$ cat config.mk
export PLATFORM = sky130hd
export DESIGN_NAME = prime_field_alu
export DESIGN_NICKNAME = d
export VERILOG_FILES = /design/src/hdl/pfa_pkg.sv /design/src/hdl/pfa_dp.sv /design/src/hdl/pfa_ctrl.sv /design/src/hdl/prime_field_alu.sv
export SDC_FILE = /design/constraint.sdc
export NUM_CORES = 2
export LEC_CHECK = 0
export ABC_AREA = 1
export BUFFER_PORTS_ARGS = -buffer_cell sky130_fd_sc_hd__buf_2
export CORE_UTILIZATION = 35
export CTS_BUF_LIST = sky130_fd_sc_hd__clkbuf_16
export DETAILED_ROUTE_END_ITERATION = 10
export SYNTH_ARGS = -nofsm -noshare
export SYNTH_HDL_FRONTEND = slang
export SYNTH_SLANG_ARGS = --single-unit
$ cat constraint.sdc
create_clock -name clk -period 7.7 [get_ports clk]
set_input_delay 0.77 -clock clk [delete_from_list [all_inputs] [get_ports clk]]
set_output_delay 0.77 -clock clk [all_outputs]
set_load 0.02 [all_outputs]
$ cat src/hdl/pfa_pkg.sv
// Shared types and constants for the prime field arithmetic unit.
// Used by pfa_ctrl, pfa_dp and prime_field_alu; depends on nothing.
package pfa_pkg;

  localparam int ELEM_W = 31;
  localparam int CNT_W  = $clog2(ELEM_W);
  localparam logic [ELEM_W-1:0] FIELD_MODULUS_RESET = ELEM_W'(65521);

  typedef enum logic [1:0] {
    CMD_ADD  = 2'd0,
    CMD_MUL  = 2'd1,
    CMD_AXPY = 2'd2,
    CMD_INV  = 2'd3
  } cmd_t;

  typedef struct packed {
    cmd_t              command;
    logic [ELEM_W-1:0] coefficient;
    logic [ELEM_W-1:0] left_operand;
    logic [ELEM_W-1:0] right_operand;
  } req_t;

  typedef struct packed {
    logic [ELEM_W-1:0] residue;
    logic              no_inverse;
  } rsp_t;

  // datapath operations issued by the controller
  typedef enum logic [3:0] {
    OP_NONE,
    OP_LOAD,
    OP_RED_START,
    OP_RED_SAVE,
    OP_MUL_START,
    OP_EUC_INIT,
    OP_EUC_START,
    OP_EUC_UPD,
    OP_STEP_A,
    OP_STEP_B,
    OP_FINISH,
    OP_TRIVIAL
  } dp_op_t;

  typedef struct packed {
    dp_op_t     op;
    logic [1:0] idx;   // operand slot for reduction passes
  } ctrl_t;

  typedef struct packed {
    logic p_small;
    logic r1_zero;
    logic cnt_zero;
    logic out_free;
    cmd_t cmd;
  } stat_t;

  typedef enum logic [3:0] {
    S_IDLE,
    S_RED_START,
    S_RED_A,
    S_RED_B,
    S_RED_SAVE,
    S_DISPATCH,
    S_MUL_START,
    S_MUL_A,
    S_MUL_B,
    S_EUC_INIT,
    S_EUC_CHK,
    S_EUC_START,
    S_EUC_A,
    S_EUC_B,
    S_EUC_UPD,
    S_DONE
  } state_t;

endpackage

$ cat src/hdl/pfa_dp.sv
// Datapath: modulus register, operand registers, shared bit-serial
// divide / multiply-accumulate unit, Euclid registers, result register.
// Depends on pfa_pkg.
module pfa_dp (
  input  logic                      clk,
  input  logic                      rst,
  input  logic                      cfg_write_en,
  input  logic [pfa_pkg::ELEM_W-1:0] cfg_write_data,
  input  pfa_pkg::req_t             in_data,
  input  pfa_pkg::ctrl_t            ctrl,
  output pfa_pkg::stat_t            stat,
  output logic                      out_valid,
  input  logic                      out_ready,
  output pfa_pkg::rsp_t             out_data
);
  import pfa_pkg::*;

  logic [ELEM_W-1:0] p, a, x, y;
  logic [ELEM_W-1:0] dd, dv, ad, acc, rem;
  logic [ELEM_W-1:0] r0, r1, t0, t1;
  logic [CNT_W-1:0]  cnt;
  logic              mode, qb;
  cmd_t              cmd;

  logic [ELEM_W:0]   rem_sh, rem_sub, dbl_s;
  logic              rem_ge;
  logic [ELEM_W-1:0] acc_dbl, acc_add, t_new, raw_sel, fin_sum, fin_lhs;

  function automatic logic [ELEM_W-1:0] add_mod(input logic [ELEM_W-1:0] u,
                                                input logic [ELEM_W-1:0] v,
                                                input logic [ELEM_W-1:0] m);
    logic [ELEM_W:0] s;
    s = {1'b0, u} + {1'b0, v};
    if (s >= {1'b0, m}) begin
      s = s - {1'b0, m};
    end
    return s[ELEM_W-1:0];
  endfunction

  // shifted remainder and trial subtract (one restoring-division bit)
  assign rem_sh  = {rem, dd[cnt]};
  assign rem_ge  = rem_sh >= {1'b0, dv};
  assign rem_sub = rem_sh - {1'b0, dv};

  // accumulator doubling and conditional add, both mod p
  assign dbl_s   = {acc, 1'b0};
  assign acc_dbl = (dbl_s >= {1'b0, p}) ? dbl_s[ELEM_W-1:0] - p : dbl_s[ELEM_W-1:0];
  assign acc_add = add_mod(acc, ad, p);

  // t0 - q*t1 mod p
  assign t_new = (t0 >= acc) ? t0 - acc : t0 + (p - acc);

  // operand slot for reduction passes
  always_comb begin
    case (ctrl.idx)
      2'd0:    raw_sel = a;
      2'd1:    raw_sel = x;
      default: raw_sel = y;
    endcase
  end

  // final add for add and axpy
  assign fin_lhs = (cmd == CMD_ADD) ? x : acc;
  assign fin_sum = add_mod(fin_lhs, y, p);

  // modulus register
  always_ff @(posedge clk) begin
    if (rst) begin
      p <= FIELD_MODULUS_RESET;
    end else if (cfg_write_en) begin
      p <= cfg_write_data;
    end
  end

  // working registers
  always_ff @(posedge clk) begin
    case (ctrl.op)
      OP_LOAD: begin
        cmd <= in_data.command;
        a   <= in_data.coefficient;
        x   <= in_data.left_operand;
        y   <= in_data.right_operand;
      end
      OP_RED_START: begin
        dd   <= raw_sel;
        dv   <= p;
        rem  <= '0;
        acc  <= '0;
        cnt  <= CNT_W'(ELEM_W-1);
        mode <= 1'b1;
      end
      OP_RED_SAVE: begin
        case (ctrl.idx)
          2'd0:    a <= rem;
          2'd1:    x <= rem;
          default: y <= rem;
        endcase
      end
      OP_MUL_START: begin
        dd   <= (cmd == CMD_MUL) ? y : x;
        ad   <= (cmd == CMD_MUL) ? x : a;
        dv   <= p;
        rem  <= '0;
        acc  <= '0;
        cnt  <= CNT_W'(ELEM_W-1);
        mode <= 1'b0;
      end
      OP_EUC_INIT: begin
        r0 <= p;
        r1 <= a;
        t0 <= '0;
        t1 <= ELEM_W'(1);
      end
      OP_EUC_START: begin
        dd   <= r0;
        dv   <= r1;
        ad   <= t1;
        rem  <= '0;
        acc  <= '0;
        cnt  <= CNT_W'(ELEM_W-1);
        mode <= 1'b1;
      end
      OP_EUC_UPD: begin
        r0 <= r1;
        r1 <= rem;
        t0 <= t1;
        t1 <= t_new;
      end
      OP_STEP_A: begin
        rem <= rem_ge ? rem_sub[ELEM_W-1:0] : rem_sh[ELEM_W-1:0];
        qb  <= mode ? rem_ge : dd[cnt];
        acc <= acc_dbl;
      end
      OP_STEP_B: begin
        if (qb) begin
          acc <= acc_add;
        end
        if (cnt != '0) begin
          cnt <= cnt - CNT_W'(1);
        end
      end
      default: begin
      end
    endcase
  end

  // result register
  always_ff @(posedge clk) begin
    if (rst) begin
      out_valid <= 1'b0;
    end else if (ctrl.op == OP_FINISH || ctrl.op == OP_TRIVIAL) begin
      out_valid <= 1'b1;
    end else if (out_ready) begin
      out_valid <= 1'b0;
    end
  end

  always_ff @(posedge clk) begin
    if (ctrl.op == OP_TRIVIAL) begin
      out_data.residue    <= '0;
      out_data.no_inverse <= (cmd == CMD_INV);
    end else if (ctrl.op == OP_FINISH) begin
      unique case (cmd)
        CMD_ADD, CMD_AXPY: begin
          out_data.residue    <= fin_sum;
          out_data.no_inverse <= 1'b0;
        end
        CMD_MUL: begin
          out_data.residue    <= acc;
          out_data.no_inverse <= 1'b0;
        end
        default: begin
          out_data.residue    <= (r0 == ELEM_W'(1)) ? t0 : '0;
          out_data.no_inverse <= (r0 != ELEM_W'(1));
        end
      endcase
    end
  end

  // status to controller
  assign stat.p_small  = (p < ELEM_W'(2));
  assign stat.r1_zero  = (r1 == '0);
  assign stat.cnt_zero = (cnt == '0);
  assign stat.out_free = !out_valid || out_ready;
  assign stat.cmd      = cmd;

endmodule

$ cat src/hdl/pfa_ctrl.sv
// Controller: sequences operand reduction, multiply passes and Euclid
// iterations on the datapath. Depends on pfa_pkg.
module pfa_ctrl (
  input  logic           clk,
  input  logic           rst,
  input  logic           in_valid,
  output logic           in_ready,
  input  pfa_pkg::stat_t stat,
  output pfa_pkg::ctrl_t ctrl
);
  import pfa_pkg::*;

  state_t     state, state_next;
  logic [1:0] idx, idx_next;

  // state and slot registers
  always_ff @(posedge clk) begin
    if (rst) begin
      state <= S_IDLE;
      idx   <= 2'd0;
    end else begin
      state <= state_next;
      idx   <= idx_next;
    end
  end

  // next state
  always_comb begin
    state_next = state;
    idx_next   = idx;
    unique case (state)
      S_IDLE: begin
        if (in_valid) begin
          state_next = S_RED_START;
          idx_next   = 2'd0;
        end
      end
      S_RED_START: state_next = stat.p_small ? S_DONE : S_RED_A;
      S_RED_A:     state_next = S_RED_B;
      S_RED_B:     state_next = stat.cnt_zero ? S_RED_SAVE : S_RED_A;
      S_RED_SAVE: begin
        if (idx == 2'd2) begin
          state_next = S_DISPATCH;
        end else begin
          state_next = S_RED_START;
          idx_next   = idx + 2'd1;
        end
      end
      S_DISPATCH: begin
        unique case (stat.cmd)
          CMD_ADD:           state_next = S_DONE;
          CMD_MUL, CMD_AXPY: state_next = S_MUL_START;
          default:           state_next = S_EUC_INIT;
        endcase
      end
      S_MUL_START: state_next = S_MUL_A;
      S_MUL_A:     state_next = S_MUL_B;
      S_MUL_B:     state_next = stat.cnt_zero ? S_DONE : S_MUL_A;
      S_EUC_INIT:  state_next = S_EUC_CHK;
      S_EUC_CHK:   state_next = stat.r1_zero ? S_DONE : S_EUC_START;
      S_EUC_START: state_next = S_EUC_A;
      S_EUC_A:     state_next = S_EUC_B;
      S_EUC_B:     state_next = stat.cnt_zero ? S_EUC_UPD : S_EUC_A;
      S_EUC_UPD:   state_next = S_EUC_CHK;
      S_DONE:      state_next = stat.out_free ? S_IDLE : S_DONE;
      default:     state_next = S_IDLE;
    endcase
  end

  // outputs
  always_comb begin
    ctrl.op  = OP_NONE;
    ctrl.idx = idx;
    in_ready = 1'b0;
    unique case (state)
      S_IDLE: begin
        in_ready = 1'b1;
        if (in_valid) begin
          ctrl.op = OP_LOAD;
        end
      end
      S_RED_START: ctrl.op = OP_RED_START;
      S_RED_SAVE:  ctrl.op = OP_RED_SAVE;
      S_MUL_START: ctrl.op = OP_MUL_START;
      S_EUC_INIT:  ctrl.op = OP_EUC_INIT;
      S_EUC_START: ctrl.op = OP_EUC_START;
      S_EUC_UPD:   ctrl.op = OP_EUC_UPD;
      S_RED_A, S_MUL_A, S_EUC_A: ctrl.op = OP_STEP_A;
      S_RED_B, S_MUL_B, S_EUC_B: ctrl.op = OP_STEP_B;
      S_DONE: begin
        if (stat.out_free) begin
          ctrl.op = stat.p_small ? OP_TRIVIAL : OP_FINISH;
        end
      end
      default: ctrl.op = OP_NONE;
    endcase
  end

endmodule

$ cat src/hdl/prime_field_alu.sv
// Top level of the prime field arithmetic unit: controller plus datapath.
// Depends on pfa_pkg, pfa_ctrl, pfa_dp.
//
//   channel  | handshake                 | payload
//   ---------+---------------------------+---------------------------
//   in       | in_valid / in_ready       | in_data  (pfa_pkg::req_t)
//   out      | out_valid / out_ready     | out_data (pfa_pkg::rsp_t)
//   cfg      | cfg_write_en              | cfg_write_data (modulus)
//
// One request at a time. Each operand is reduced by a bit-serial divider
// unless the modulus is below two. After reduction, add goes straight to the result,
// multiply and axpy run one multiply pass, inverse one divide pass per Euclid step.
// The shared divide/accumulate unit handles one bit per STEP_A/STEP_B state pair.
// Reset is synchronous and restores the modulus to 65521.
// The result register frees the input side: a new request is taken while
// an earlier result waits; a request only stalls at its end if it still waits.
module prime_field_alu (
  input  logic                       clk,
  input  logic                       rst,
  input  logic                       in_valid,
  output logic                       in_ready,
  input  pfa_pkg::req_t              in_data,
  output logic                       out_valid,
  input  logic                       out_ready,
  output pfa_pkg::rsp_t              out_data,
  input  logic                       cfg_write_en,
  input  logic [pfa_pkg::ELEM_W-1:0] cfg_write_data
);
  import pfa_pkg::*;

  ctrl_t ctrl;
  stat_t stat;

  pfa_ctrl u_ctrl (
    .clk      (clk),
    .rst      (rst),
    .in_valid (in_valid),
    .in_ready (in_ready),
    .stat     (stat),
    .ctrl     (ctrl)
  );

  pfa_dp u_dp (
    .clk            (clk),
    .rst            (rst),
    .cfg_write_en   (cfg_write_en),
    .cfg_write_data (cfg_write_data),
    .in_data        (in_data),
    .ctrl           (ctrl),
    .stat           (stat),
    .out_valid      (out_valid),
    .out_ready      (out_ready),
    .out_data       (out_data)
  );

endmodule

Yosys cells after proc, flatten, opt, wreduce, memory -nomap -nowiden:

Index checks and enable logic that the tools add are counted.

* flip-flop bits (word level): 451
* latch bits: 0
* bits in writable memories: 0
* memory bits (read-only): 0
* bits of input ports: 131
* output and inout bits: 34
* memories kept: 0

* add/sub/neg operators: 11
* multiply operators: 0
* div/mod/pow operators: 0
* order comparisons: 7
* eq/ne operators: 40
* shift-type cells: 0
* muxes and demuxes: 55
* bitwise gates (word level): 0
* reduce and logical (&&, ||, !) cells: 36

Operator list (count)
* $pmux W31 S2: 11
* $mux W31: 13
* $pmux W31 S3: 2
* $sub A31 B31 Y31: 6
* $ge A32 B31 Y1: 4
* $add A31 B31 Y32: 2
* $pmux W32 S2: 1
* $pmux W4 S15: 1
* $eq A4 B4 Y1 const B: 12
* $pmux W4 S10: 1
* $eq A4 B3 Y1 const B: 8
* $add A31 B31 Y31: 1
* $eq A31 B1 Y1 const B: 1
* $ge A31 B31 Y1: 1
* $logic_not A31 Y1: 1
* $lt A31 B2 Y1 const B: 1
* $ne A31 B1 Y1 const B: 1
* $mux W4: 5
* $reduce_bool A2 Y1: 10
* $eq A4 B2 Y1 const B: 4
* $reduce_or A2 Y1: 6
* $pmux W5 S2: 1
* $reduce_and A2 Y1: 5
* $mux W1: 9
* 24 further kinds: 42

Longest topological paths before layout:

* depth in word-level cells: 8
* depth in mapped cells: 35
* depth with buffers taken out: 33

Cells and area by module:

A second synthesis with hierarchy kept.

* cells, all modules: 5739
* area total of the unflattened synthesis: 39444.1 µm²

Modules (own cells, without submodules)
* pfa_dp: instances 1, cells each 5633, area an instance 38878.5 µm²
* pfa_ctrl: instances 1, cells each 106, area an instance 565.5 µm²

Least setup slack after synthesis:

No wires, ideal clock.

* path kind: register -> register
* start: reg u_ctrl.state[0]
* end: reg u_dp.out_data[10] (netlist name)
* setup time: 0.070 ns
* arrival: 7.264 ns
* required time: 7.630 ns
* path slack: 0.366 ns
* cell stages (with the launch flop): 10
* path buffers: 1
* clock period less this slack: 7.334 ns
* cells stage by stage: dfxtp_1 > inv_1 > nor2_1 > inv_1 > o21ai_1 > nor3_1 > o2111ai_2 > clkbuf_1 > nand2_1 > a21oi_1

* word-level cells in the longest chain between the ends: 4
* elaborated cells on any way between the ends: 19
* classes of those cells: eq/ne: 15; mux: 1; reduce/logical: 3

RTL lines
* start, declared: line pfa_ctrl.sv:13 `state_t state, state_next;`
* start signal, assigned: line pfa_ctrl.sv:22 `state <= state_next;`
* $eq A4 B2 Y1, or another cell as far along: line pfa_ctrl.sv:75 `unique case (state)`
* $reduce_or A3 Y1: line pfa_ctrl.sv:75
* $pmux W4 S10 *: line pfa_ctrl.sv:75
* $eq A4 B4 Y1 (on tied branches): line pfa_dp.sv:162, pfa_dp.sv:159

Every way passes the cells marked *; elsewhere a longest branch is shown, timed or not.
A chain may end at the register's enable or synchronous reset.

Worst setup path in the final report:

* start: reg u_dp.cmd[0]
* end: reg u_dp.out_data[2] (netlist name)

* word-level cells in the longest chain between the ends: 6
* elaborated cells on any way between the ends: 10
* classes of those cells: add/sub: 2; order compare: 1; eq/ne: 2; mux: 3; reduce/logical: 2

RTL lines
* start, declared: line pfa_dp.sv:23 `cmd_t cmd;`
* start signal, assigned: line pfa_dp.sv:79 `cmd <= in_data.command;`
* $logic_not A2 Y1: line pfa_dp.sv:63, pfa_dp.sv:163
* $mux W31: line pfa_dp.sv:63 `assign fin_lhs = (cmd == CMD_ADD) ? x : acc;`
* $add A31 B31 Y32: line pfa_dp.sv:33 `s = {1'b0, u} + {1'b0, v};`
* $sub A31 B31 Y31 or $ge A32 B31 Y1 (tied branches): line pfa_dp.sv:35, pfa_dp.sv:34
* $mux W31: line pfa_dp.sv:34 `if (s >= {1'b0, m}) begin`
* $pmux W32 S2 *: line pfa_dp.sv:163 `unique case (cmd)`

Marks and branches as above.

==> results_dict.tcl <==
set metrics [dict create \
    outcome "finished clean" \
    antenna_found_initial 11 \
    synthXorXnorAreaFrac_pct 3.81 \
    slowest_delay_ns 0.59 \
    drc 0 \
    yosysUniqueCellTypes 59 \
    intPower_uw 8560 \
    ys_top_cells_by_area "edfxtp_1, nand2_1, ha_1" \
    synth_top_family_by_area "simple AND/OR/NAND/NOR gates" \
    synthMuxAreaShare_pct 0 \
    die_y_um 334 \
    synthesis.nets 5930 \
    drive_above_1_share_pct 6.50 \
    finalPower_uw 18800 \
    clkTransAtPathRegs_ns 0.06 \
    ctsHoldBuffers 0 \
    instances_no_fill 7082 \
    cts-htree-levels 2 \
    critPathRequiredTime_ns 8.19 \
    syn-cell-area_sq_um 38600 \
    syn_inst 5505 \
    yosysMostFrequentCell "nand2_1" \
    grt-ovfl-total 0 \
    finalSetupViolCount 0 \
    design.core.area_sq_um 109000 \
    synthSimpleGateAreaFrac_pct 25.9 \
    yosysWarnings 0 \
    fin_crit_sh_pct 79.5 \
    synth_edf_count 382 \
    cp_data_arrival_time_ns 6.61 \
    synth_compound_area_share_pct 16.8 \
    track_usage_pct 32.3 \
    ios 165 \
    clock_power_share_pct 15.5 \
    synth-seq-cells 451 \
    wl_mm 185 \
    dp_hpwl_mm 147 \
    worstHoldPathType "input port to register" \
    switching_share_pct 54.4 \
    pwr-share-comb_pct 64.2 \
    seq_area_frac_synth_pct 33.3 \
    die_x_um 334 \
    worstRegToRegCells 29 \
    p_switching_uw 10200 \
    synth_ff_type "edfxtp_1" \
    critical_path.max_fanout 34 \
    grt_pass1_wl_mm 260 \
    first_global_vias 37000 \
    fp-row-count 121 \
    cts_setup_buffers 0 \
    cp_common_cell "nand2_1" \
    first_pass_iters 8 \
    finalCriticalPeriod_ns 6.13 \
    end_kind "register" \
    largest_register_ffs 32 \
    numPortBuffers 164 \
    finalHoldViolCount 0 \
    cts_root_buf "clkbuf_16" \
    clock_latency_ns 0.70 \
    clock_sinks 451 \
    powerDensity_nw_per_um2 437 \
    syn_to_final_growth_pct 11.4 \
    nNetsFinal 6042 \
    n_fill_cell 11600 \
    postSynth.asyncResetShare_pct 0 \
    num_vias 40100 \
    rsz0062_at_grt "no" \
    synth_top_area_share_pct 29.7 \
    fmax_mhz 163 \
    tightest_slew_ns 1.32 \
    synthAdderAreaFrac_pct 10.3 \
    wl_per_cell_um 26.2 \
    drv_cap 0 \
    seq_power_share_pct 20.3 \
    post-place-cells 6974 \
    power_leakage_uw 0.0202 \
    synth_area_per_cell_sq_um 7.01 \
    drv_slew 0 \
    critPathSlowestCell "nand2_2" \
    synth_common_cells "nand2_1, inv_1, a21oi_1" \
    setup_tns_ns 0 \
    ir_drop_uv 260 \
    whs_path_depth 3 \
    ctsResizeCount 0 \
    regMostFlops "u_dp.out_data" \
    via_per_inst 5.66 \
    finClkSkew_ns 0.0387 \
    die-area_sq_um 112000 \
    grt_max_degree 126 \
    initial_utilization_pct 35.4 \
    cts_buffers 55 \
    drt-initial-drc-count 5065 \
    critPathLaunchType "register" \
    maxSlewHeadroom_pct 12.2 \
    cts_tree "yes" \
    cts_max_path_buffers 3 \
    place.gp.congestion 1.08 \
    antenna_left 0 \
    synth_area_leader_cell "edfxtp_1" \
    path_class "register to register" \
]
-- per-stage QoR --
step	cell area, sq um	setup slack (ns)	utilization, %	hold slack [ns]
finish	43000	1.57	39.4	0.318
global route	43000	1.07	39.4	0.336
CTS	43000	1.69	39.4	0.295
detailed placement	41000	1.71	37.6	0.460
global placement	41000	1.71	37.6	0.458
floorplan	38600	0.366	-	0.482
-- per-layer routing --
layer	GRT usage (%)	vias to the layer above	part of all wire [%]
li1	-	18500	-
met1	44.4	19100	42
met2	48.1	2081	42
met3	5.60	427	10
met4	17.1	2	6.2
met5	0	-	0.0070
-- worst paths after layout --
path	to	slack, ns	startpoint
setup / recovery	u_dp.out_data[2]$_SDFFE_PP0P_	1.57	u_dp.cmd[0]$_DFFE_PP_
hold / removal	u_dp.p[5]$_SDFFE_PP1P_	0.32	cfg_write_data[5]
setup reg to reg	u_dp.out_data[2]$_SDFFE_PP0P_	1.57	u_dp.cmd[0]$_DFFE_PP_
hold reg to reg	u_dp.out_data[11]$_SDFFE_PP0P_	0.46	u_dp.out_data[11]$_SDFFE_PP0P_
-- cell families after synthesis --
family,Yosys count
AND/OR/NAND/NOR,2430
AO/OA/AOI/OAI,1173
buffers and inverters,989
flip-flops,451
adder cells (fa/ha/maj),294
XOR/XNOR,168
-- power by group through the flow --
stage	sequential, uW	combinational, uW	clock (uW)
detailed placement	3820	11600	0
global placement	3820	11700	0
floorplan	3560	8000	0
finish	3820	12100	2910
CTS	3780	11700	2920
global route	3810	13100	3010
-- worst max-delay path: cells and delay by family (launching register included) --
| family | cells | cell delay (ns) |
|---|---|---|
| adders and majority gates | 4 | 1.66 |
| buffers and inverters | 5 | 0.75 |
| AOI/OAI and AO/OA | 2 | 0.16 |
| xor gates and xnor gates | 1 | 0.47 |
| DFF | 1 | 0.45 |
| and+or+nand+nor | 17 | 2.39 |
-- cells in the final DEF, fill, tap and decap left out, types with 15 or more instances in the layout --
cell and n:
a21boi_0 20, a21o_1 27, a21oi_1 467, a31oi_1 25, buf_2 164, buf_4 59, clkbuf_16 55, clkinv_1 17
dfxtp_1 69, edfxtp_1 382, fa_1 37, ha_1 255, inv_1 808, nand2_1 1500, nand3_1 306, nand3b_1 31
nand4_1 56, nor2_1 424, nor3_1 52, nor4_1 24, o211ai_1 47, o21ai_0 445, o21ai_1 15, o21bai_1 32
o221ai_1 15, o22ai_1 34, xnor2_1 74, xor2_1 94
-- final cells by class --
class                           instances  area (sq um)  area share (%)
Multi-Input combinational cell       4065         22000            51.2
Clock inverter                         49           603            1.40
Sequential cell                       451         12900            29.9
Inverter                              820          3080            7.17
Timing Repair Buffer                  224          1280            2.99
Tap cell                             1414          1770            4.12
Antenna cell                            4          10.0          0.0233
Clock buffer                           55          1380            3.20
Power figures use the tool's default switching activity.
